[src/rtl/edmt_pkg.sv]
// Shared field widths for the egg-drop minimum-trials block.
package edmt_pkg;

    localparam int CAP_W   = 5;   // capsules field
    localparam int BKR_W   = 8;   // beakers field
    localparam int TRI_W   = 8;   // min_trials field
    localparam int S_DATA_W = 16; // capsules + beakers, padded to bytes
    localparam int M_DATA_W = 8;

endpackage

[src/rtl/edmt_ram.sv]
// Simple dual-port row memory: one write port, one registered read port.
module edmt_ram #(
    parameter int DEPTH = 256,
    parameter int WIDTH = 8
) (
    input  logic                     i_clk,
    input  logic                     i_we,
    input  logic [$clog2(DEPTH)-1:0] i_waddr,
    input  logic [WIDTH-1:0]         i_wdata,
    input  logic [$clog2(DEPTH)-1:0] i_raddr,
    output logic [WIDTH-1:0]         o_rdata
);

    logic [WIDTH-1:0] r_mem [DEPTH];
    logic [WIDTH-1:0] r_rdata;

    always_ff @(posedge i_clk) begin
        if (i_we) begin
            r_mem[i_waddr] <= i_wdata;
        end
        r_rdata <= r_mem[i_raddr];
    end

    assign o_rdata = r_rdata;

endmodule

[src/rtl/egg_drop_min_trials_top.sv]
// Egg-drop minimum trials: DP over two ping-pong rows with one shared max/min unit.
//
//  channel | dir | beat contents (lsb first)           | handshake
//  s_axis  | in  | capsules[4:0], beakers[12:5], pad   | i_s_tvalid / o_s_tready
//  m_axis  | out | min_trials[7:0]                     | o_m_tvalid / i_m_tready
//
// One split point per cycle while a cell runs: rows 2..k, cell j reads split points
// 1..j and then writes its result; one capsule or zero beakers skip the DP and go
// straight to the result. The row memory read port sets the one-step-per-cycle pace.
// Synchronous active-low reset clears control only; row memories are not cleared.
// Input is not ready while an item is in work; a stalled result sits in the output
// register while the next beat is taken, and the sequencer waits on it at the end.
module egg_drop_min_trials_top #(
    parameter int MAX_CAPSULES = 16,
    parameter int MAX_BEAKERS  = 255
) (
    input  logic                          i_clk,
    input  logic                          i_rst_n,
    input  logic                          i_s_tvalid,
    output logic                          o_s_tready,
    input  logic [edmt_pkg::S_DATA_W-1:0] i_s_tdata,  // capsules[4:0], beakers[12:5]
    output logic                          o_m_tvalid,
    input  logic                          i_m_tready,
    output logic [edmt_pkg::M_DATA_W-1:0] o_m_tdata   // min_trials[7:0]
);
    import edmt_pkg::*;

    localparam int IW = $clog2(MAX_BEAKERS + 1);
    localparam int EW = $clog2(MAX_CAPSULES + 1);

    typedef enum logic [1:0] {S_IDLE, S_RUN, S_FLUSH, S_RESULT} t_state;

    t_state          r_state;
    logic [EW-1:0]   r_eggs;
    logic [EW-1:0]   r_i;
    logic [IW-1:0]   r_floors;
    logic [IW-1:0]   r_j;
    logic [IW-1:0]   r_l;
    logic [IW-1:0]   r_best;
    logic [IW-1:0]   r_res;
    logic            r_bank;
    logic            r_vld;
    logic [IW-1:0]   r_pl;
    logic            r_pzero;
    logic            r_pfirst;
    logic            r_ovld;
    logic [TRI_W-1:0] r_out;

    logic [CAP_W-1:0] in_caps;
    logic [BKR_W-1:0] in_bkrs;
    logic [EW-1:0]    eggs_c;
    logic [IW-1:0]    floors_c;
    logic             s_acc;
    logic             first_row;
    logic [IW-1:0]    prev_addr, cur_addr;
    logic [IW-1:0]    a_q, b_q, prev_q, cur_q;
    logic [IW-1:0]    below, above, worst, cand;
    logic             we_a, we_b;

    assign in_caps = i_s_tdata[CAP_W-1:0];
    assign in_bkrs = i_s_tdata[CAP_W +: BKR_W];

    always_comb begin
        if (in_caps == '0) begin
            eggs_c = EW'(1);
        end else if (32'(in_caps) > MAX_CAPSULES) begin
            eggs_c = EW'(MAX_CAPSULES);
        end else begin
            eggs_c = EW'(in_caps);
        end
        if (32'(in_bkrs) > MAX_BEAKERS) begin
            floors_c = IW'(MAX_BEAKERS);
        end else begin
            floors_c = IW'(in_bkrs);
        end
    end

    assign o_s_tready = (r_state == S_IDLE);
    assign s_acc      = i_s_tvalid && o_s_tready;
    assign first_row  = ({1'b0, r_i} == (EW + 1)'(2));

    // issue addresses for split point l
    assign prev_addr = r_l - IW'(1);
    assign cur_addr  = r_j - r_l;

    // r_bank high: ram a holds the current row
    assign prev_q = r_bank ? b_q : a_q;
    assign cur_q  = r_bank ? a_q : b_q;
    assign we_a   = (r_state == S_FLUSH) && r_bank;
    assign we_b   = (r_state == S_FLUSH) && !r_bank;

    edmt_ram #(.DEPTH(MAX_BEAKERS + 1), .WIDTH(IW)) u_ram_a (
        .i_clk   (i_clk),
        .i_we    (we_a),
        .i_waddr (r_j),
        .i_wdata (cand),
        .i_raddr (r_bank ? cur_addr : prev_addr),
        .o_rdata (a_q)
    );

    edmt_ram #(.DEPTH(MAX_BEAKERS + 1), .WIDTH(IW)) u_ram_b (
        .i_clk   (i_clk),
        .i_we    (we_b),
        .i_waddr (r_j),
        .i_wdata (cand),
        .i_raddr (r_bank ? prev_addr : cur_addr),
        .o_rdata (b_q)
    );

    // shared unit: 1 + max(below, above), folded into the running minimum
    always_comb begin
        // row 1 is the identity, and column 0 of any row is 0 (never stored)
        below = (r_pfirst || (r_pl == IW'(1))) ? (r_pl - IW'(1)) : prev_q;
        above = r_pzero ? '0 : cur_q;                 // current row at 0 is 0
        worst = ((below > above) ? below : above) + IW'(1);
        cand  = (worst < r_best) ? worst : r_best;
    end

    always_ff @(posedge i_clk) begin
        if (!i_rst_n) begin
            r_state <= S_IDLE;
            r_vld   <= 1'b0;
            r_ovld  <= 1'b0;
        end else begin
            r_vld    <= (r_state == S_RUN);
            r_pl     <= r_l;
            r_pzero  <= (r_l == r_j);
            r_pfirst <= first_row;
            if ((r_state != S_RESULT) && r_ovld && i_m_tready) begin
                r_ovld <= 1'b0;
            end
            unique case (r_state)
                S_IDLE: begin
                    if (s_acc) begin
                        r_eggs   <= eggs_c;
                        r_floors <= floors_c;
                        if ((eggs_c == EW'(1)) || (floors_c == '0)) begin
                            r_res   <= floors_c;
                            r_state <= S_RESULT;
                        end else begin
                            r_i     <= EW'(2);
                            r_j     <= IW'(1);
                            r_l     <= IW'(1);
                            r_best  <= IW'(1);
                            r_bank  <= 1'b0;
                            r_state <= S_RUN;
                        end
                    end
                end
                S_RUN: begin
                    if (r_vld) begin
                        r_best <= cand;
                    end
                    if (r_l == r_j) begin
                        r_state <= S_FLUSH;
                    end else begin
                        r_l <= r_l + IW'(1);
                    end
                end
                S_FLUSH: begin
                    // cand is written to the current row this cycle
                    r_l <= IW'(1);
                    if (r_j == r_floors) begin
                        if (r_i == r_eggs) begin
                            r_res   <= cand;
                            r_state <= S_RESULT;
                        end else begin
                            r_i     <= r_i + EW'(1);
                            r_j     <= IW'(1);
                            r_best  <= IW'(1);
                            r_bank  <= ~r_bank;
                            r_state <= S_RUN;
                        end
                    end else begin
                        r_j     <= r_j + IW'(1);
                        r_best  <= r_j + IW'(1);
                        r_state <= S_RUN;
                    end
                end
                S_RESULT: begin
                    if (!r_ovld || i_m_tready) begin
                        r_out   <= TRI_W'(r_res);
                        r_ovld  <= 1'b1;
                        r_state <= S_IDLE;
                    end
                end
                default: r_state <= S_IDLE;
            endcase
        end
    end

    assign o_m_tvalid = r_ovld;
    assign o_m_tdata  = r_out;

endmodule

[config.mk]
export PLATFORM = sky130hd
export DESIGN_NAME = egg_drop_min_trials_top
export DESIGN_NICKNAME = d
export VERILOG_FILES = /design/src/rtl/edmt_pkg.sv /design/src/rtl/edmt_ram.sv /design/src/rtl/egg_drop_min_trials_top.sv
export SDC_FILE = /design/constraint.sdc
export NUM_CORES = 2
export LEC_CHECK = 0
export BUFFER_PORTS_ARGS = -buffer_cell sky130_fd_sc_hd__buf_2
export CAP_MARGIN = 5
export CORE_AREA = 2 2 552 554
export CTS_CLUSTER_DIAMETER = 80
export DETAILED_ROUTE_END_ITERATION = 7
export DIE_AREA = 0 0 554 556
export PLACE_DENSITY = 0.7
export SYNTH_ARGS = -nofsm -noshare
export SYNTH_HDL_FRONTEND = slang
export SYNTH_SLANG_ARGS = --single-unit
[constraint.sdc]
create_clock -name i_clk -period 14.7 [get_ports i_clk]
set_input_delay 2.205 -clock i_clk [delete_from_list [all_inputs] [get_ports i_clk]]
set_output_delay 2.205 -clock i_clk [all_outputs]
set_load 0.005 [all_outputs]
* Yosys cells after proc, flatten, opt, wreduce, memory -nomap -nowiden
Memory sizes are Yosys's and may differ from the RTL's. A register that Yosys moved wholly into a read port is not among the register bits.
Index checks and enable logic that the tools add are counted.
** Storage, ports and cells
- Input port bits :: 20
- RAM bits :: 4096
- Word-level logic and storage cells :: 120
- Output and inout bits :: 10
- Memories kept :: 2
- Register bits :: 73
** Cells by class
- Magnitude comparators :: 3
- Eq/ne operators :: 21
- Muxes and demuxes :: 48
- Bitwise logic cells :: 1
- Add/subtract/negate cells :: 7
- Reduce and logical (&&, ||, !) cells :: 23
** Memory list
- u_ram_a.r_mem :: depth 256, bits a word 8, read ports 1, clocked after Yosys merged registers in 1, write ports 1, line edmt_ram.sv:14 : logic [WIDTH-1:0] r_mem [DEPTH];
- u_ram_b.r_mem :: depth 256, bits a word 8, read ports 1, clocked after Yosys merged registers in 1, write ports 1, line edmt_ram.sv:14
** Operators by type and width (count)
- $mux 8 :: 18
- $pmux 8 s3 :: 2
- $pmux 8 s2 :: 2
- $mux 5 :: 6
- $add 8x1->8 const B :: 3
- $reduce_and 6->1 :: 3
- $eq 8x8->1 :: 2
- $sub 8x1->8 const B :: 2
- $mux 2 :: 6
- $ne 2x2->1 const B :: 6
- $mux 1 :: 11
- $ne 2x1->1 const B :: 5
- $pmux 5 s2 :: 1
- $reduce_and 5->1 :: 2
- $reduce_and 3->1 :: 3
- $eq 8x1->1 const B :: 1
- $gt 8x8->1 :: 1
- $logic_not 8->1 :: 1
- $lt 8x8->1 :: 1
- $pmux 2 s4 :: 1
- $sub 8x8->8 :: 1
- $add 5x1->5 const B :: 1
- $eq 5x1->1 const B :: 1
- $eq 5x2->1 const B :: 1
- 14 further kinds :: 22

* Logic depth before layout (Yosys ltp)
- Word-level depth :: 11
- Depth in mapped cells :: 24
- Depth with buffers taken out :: 23

* Hierarchy
A second synthesis with hierarchy kept.
** Second synthesis, totals
- Cells, all modules :: 7979
- Area, all modules :: 164290.1 µm²
** Modules (own cells, without submodules)
- edmt_ram :: cells an instance 3733, area each 79556.3 µm², instances 2, seq. area each 61659.1 µm²
- egg_drop_min_trials_top :: cells an instance 513, area each 5177.5 µm², instances 1, seq. area each 2152.1 µm²

* Worst setup path after synthesis
Ideal clock, no wire load.
- Kind :: register to register
- From :: reg r_pl[1]
- To :: mem u_ram_a.r_mem[0][5], data pin
- Path buffers :: 1
- Library setup time :: 1.447 ns
- Cell stages (with the launch flop) :: 21
- Data required time :: 13.253 ns
- Data arrival time :: 10.477 ns
- Path slack :: 2.776 ns
- Period minus slack after synthesis :: 11.924 ns
- Cells stage by stage :: edfxtp_1 inv_1 ha_1 nor3b_1 a21o_2 mux2i_1 ha_1 nand4_1 a21oi_1 o22ai_2 buf_6 mux2_2 ha_1 nand3_1 xor2_1 ha_1 a21o_1 a21oi_1 o311ai_2 a21o_1 nand2_1
** Between the ends
- Longest elaborated chain between the ends :: 8
- Elaborated cells between the ends (all ways) :: 9
- Those cells by class :: add/sub (2); order compare (2); eq/ne (1); mux (3); reduce/logical (1)
** Ends and longest elaborated chain
- start: declaration :: line egg_drop_min_trials_top.sv:43 : logic [IW-1:0] r_pl;
- start signal: assignment :: line egg_drop_min_trials_top.sv:126 : r_pl <= r_l;
- branches (longest 2 deep; another with $sub 8x1->8)
- $mux 8 * :: line egg_drop_min_trials_top.sv:113 : below = (r_pfirst || (r_pl == IW'(1))) ? (r_pl - IW'(1)) : prev_q;
- $gt 8x8->1 :: line egg_drop_min_trials_top.sv:115 : worst = ((below > above) ? below : above) + IW'(1);
- $mux 8 * :: line egg_drop_min_trials_top.sv:115
- $add 8x1->8 * :: line egg_drop_min_trials_top.sv:115
- $lt 8x8->1 :: line egg_drop_min_trials_top.sv:116 : cand = (worst < r_best) ? worst : r_best;
- $mux 8 * :: line egg_drop_min_trials_top.sv:116
- net cand[5] :: line egg_drop_min_trials_top.sv:57 : logic [IW-1:0] below, above, worst, cand;
- end: declaration :: line edmt_ram.sv:14
Mark *: on every way through the listed nets, which the timed path passes.

* Worst setup path in the final report
- From :: reg r_bank
- To :: mem u_ram_b.r_mem[179][3], data pin
** Between the ends
- Longest elaborated chain between the ends :: 7
- Elaborated cells between the ends (all ways) :: 9
- Those cells by class :: add/sub (1); order compare (2); mux (6)
** Ends and longest elaborated chain
- start: declaration :: line egg_drop_min_trials_top.sv:41 : logic r_bank;
- start signal: assignment :: line egg_drop_min_trials_top.sv:171 : r_bank <= ~r_bank;
- $mux 8, on equally long branches :: line egg_drop_min_trials_top.sv:87, egg_drop_min_trials_top.sv:88
- $mux 8, on equally long branches :: line egg_drop_min_trials_top.sv:113, egg_drop_min_trials_top.sv:114
- $gt 8x8->1 :: line egg_drop_min_trials_top.sv:115
- $mux 8 * :: line egg_drop_min_trials_top.sv:115
- $add 8x1->8 * :: line egg_drop_min_trials_top.sv:115
- $lt 8x8->1 :: line egg_drop_min_trials_top.sv:116
- $mux 8 * :: line egg_drop_min_trials_top.sv:116
- net cand[3] :: line egg_drop_min_trials_top.sv:57
- end: declaration :: line edmt_ram.sv:14
Mark *: on every way through the listed nets, which the timed path passes. The rest lies on a longest branch.

==> impl_metrics.env <==
export IMPL_status="finished clean"
export IMPL_vias=79512
export IMPL_fmax_mhz=112.5
export IMPL_cts_resized=0
export IMPL_yosys_top_cells_count="4165 x edfxtp_1, 1024 x mux4_2, 565 x nor2_1"
export IMPL_finalMaxSlewViolations=0
export IMPL_dieArea_um2=308000
export IMPL_finalHoldViolCount=0
export IMPL_viasPerCell=6.383
export IMPL_rows=202
export IMPL_r2r_start="r_bank"
export IMPL_gp_congestion=0.8570
export IMPL_io_pins=30
export IMPL_path_max_fanout=155
export IMPL_wire_per_inst_um=29.80
export IMPL_crit_path_end_kind="flop"
export IMPL_routed_wirelength_um=371200
export IMPL_coreArea_um2=302000
export IMPL_synth_top_cell_area_share_pct=75.63
export IMPL_area_growth_pct=10.37
export IMPL_worst_ep_required_time_ns=15.25
export IMPL_yosysMostFrequentCell="edfxtp_1"
export IMPL_io_buffers=26
export IMPL_grt_use_total_pct=23.95
export IMPL_reg2reg_depth=20
export IMPL_cts_setup_buffers=0
export IMPL_fin_tns_setup_ns=0
export IMPL_cts_hold_buf=0
export IMPL_overflow=0
export IMPL_grt_pass1_wl_um=543700
export IMPL_synthArstFlopShare_pct=0
export IMPL_clock_sinks=4185
export IMPL_setup_worst_path_start_class="flop"
export IMPL_nets=8222
export IMPL_h_tree_depth=5
export IMPL_ys_warn_count=0
export IMPL_worstPathArrival_ns=9.44
export IMPL_die_h_um=556
export IMPL_yosysTopAreaCell="edfxtp_1"
export IMPL_synth_ff_type="edfxtp_1"
export IMPL_rsz0062_at_grt="no"
export IMPL_start_util_pct=54.76
export IMPL_cts_tree="done"
export IMPL_drive_above_1_share_pct=21.50
export IMPL_setup_viol=0
export IMPL_grt_max_degree=233
export IMPL_drc=0
export IMPL_whs_path_depth=0
export IMPL_synth_cell_types=77
export IMPL_grt_pass1_vias=80244
export IMPL_insertion_delay_ns=0.93
export IMPL_worstSetupPathType="flop to flop"
export IMPL_first_iter_violations=9631
export IMPL_synth_avg_cell_area_um2=20.36
export IMPL_cap_violations=0
export IMPL_syn_area_um2=165400
export IMPL_synthCells=8121
export IMPL_hp_class="flop to flop"
export IMPL_syn_nets=8179
export IMPL_hpwl_um=207100
export IMPL_drtAntennaViolNets=0
export IMPL_synth_seq_area_share_pct=75.87
export IMPL_synth_seq_cells=4185
export IMPL_cts_root_buffer="clkbuf_16"
export IMPL_finalCritPeriodShare_pct=60.47
export IMPL_final_util_pct=60.43
export IMPL_timing_rr_end="u_ram_b.r_mem[179][3]"
export IMPL_tightest_slew_ns=1.468
export IMPL_path_clk_slew_ns=0.07
export IMPL_synth_edf_count=4165
export IMPL_hold_end="o_m_tdata[5]"
export IMPL_skew_ns=0.04830
export IMPL_drt_pass1_iterations=6
export IMPL_rrSetupSlack_ns=5.81
export IMPL_antenna_found_initial=6
export IMPL_min_period_ns=8.890
export IMPL_max_slew_margin_pct=2.115
export IMPL_die_x_um=554
export IMPL_synth_area_leaders="edfxtp_1 76%, mux4_2 14%, mux2i_1 2.6%, nor2_1 1.3%, nand2_1 1.2%"
export IMPL_clock_path_buffers=4
export IMPL_numCtsBuffers=398
export IMPL_hp_start="r_res[5]"
per-layer routing:
layer / vias to the layer above / track usage, % / share of wire [%]
li1: 33258 / - / -
met4: 2 / 8.168 / 3.4
met2: 3576 / 38.00 / 49
met5: - / 0 / 0.0054
met1: 42014 / 34.25 / 40
met3: 662 / 3.912 / 7.8
how the worst max path moves through the flow:
stage                        from                    end  slack (ns)  cells past startpoint
after detailed placement   r_bank  u_ram_b.r_mem[181][3]        5.95                     20
after CTS                  r_bank  u_ram_b.r_mem[179][3]        5.88                     20
after floorplan           r_pl[1]    u_ram_a.r_mem[0][5]        2.78                     20
after global placement     r_bank  u_ram_b.r_mem[180][3]        6.26                     20
final                      r_bank  u_ram_b.r_mem[179][3]        5.81                     20
after global routing       r_bank  u_ram_b.r_mem[179][3]        5.08                     20
final cells by class:
type                       count  area [um^2]
antenna                        7        17.52
inverter                      44        180.2
tap                         3978         4977
sequential                  4185       125500
timing repair buffer         134         1249
fill                       20643       119500
clock inverter               245         2439
clock buffer                 462        10330
multi-input combinational   3401        37870
sequential cells by signal, indices dropped and copies added (netlist names):
register / flops
r_floors: 8
u_ram_b.r_mem: 2048
r_eggs: 5
u_ram_a.o_rdata: 8
r_bank: 1
u_ram_b.o_rdata: 8
r_i: 5
r_best: 8
r_pzero: 1
u_ram_a.r_mem: 2048
r_pl: 8
r_l: 8
r_pfirst: 1
r_j: 8
o_m_tvalid: 1
r_vld: 1
r_res: 8
r_state: 2
o_m_tdata: 8
placed cells by master, fill, tap and decap left out, drive strengths merged, types with 3 or more instances in the layout:
master,instances
xnor2,24
o211ai,83
bufinv,41
a31oi,7
nor4,8
nor3b,7
nand4,7
or3,7
nand2,548
nand3,169
o31ai,3
a21boi,3
mux4,1024
and3,4
inv,55
o21a,4
and2,7
mux2,32
nand3b,31
a211o,37
a22oi,17
a21oi,38
clkinvlp,18
a21o,8
nor2b,64
clkbuf,462
mux2i,428
buf,134
clkinv,175
edfxtp,4165
a211oi,71
nor3,16
xor2,22
a32oi,47
nand2b,5
o21ai,51
nor2,565
diode,7
dfxtp,20
ha,37
critical path, stage by stage (launching register included):
cell,delay (ns)
edfxtp_1,0.32
buf_4,0.60
mux2_2,0.41
a211oi_1,0.53
a31oi_4,0.08
ha_1,0.33
a21oi_1,0.12
o21ai_0,0.11
o22ai_2,0.60
mux2i_1,0.43
inv_1,0.08
ha_1,0.24
nand3_1,0.09
xor2_1,0.29
ha_1,0.31
a21o_1,0.17
a21oi_1,0.22
o311a_1,0.56
mux2_8,0.91
buf_4,0.84
buf_4,0.82
cells by family (layout without fill, tap and decap cells):
| kind of cell | after synthesis | count (layout) | synth area share, % |
|---|---|---|---|
| adders and majority gates | 38 | 38 | 0.2920 |
| muxes | 1484 | 1484 | 16.76 |
| and+or+nand+nor | 1446 | 1446 | 3.694 |
| buffers and inverters | 535 | 885 | 1.415 |
| xor gates and xnor gates | 46 | 46 | 0.2436 |
| DFF | 4185 | 4185 | 75.87 |
| other | 0 | 7 | 0 |
| AOI/OAI and AO/OA | 387 | 387 | 1.728 |
per-stage QoR:
step	hold slack [ns]	instances	worst slack, ns	area (um^2)
2_1_floorplan	0.4003	8121	2.776	165400
4_1_cts	0.4150	12448	5.884	182500
3_5_place_dp	0.4168	11741	5.948	169700
3_3_place_gp	0.4064	11741	6.263	169700
5_1_grt	0.4347	12451	5.077	182500
6_report	0.4238	12456	5.810	182500
Power is left out: the tool's default activity adds up to more than one toggle a clock period on the data nets, which glitch-free logic cannot reach.
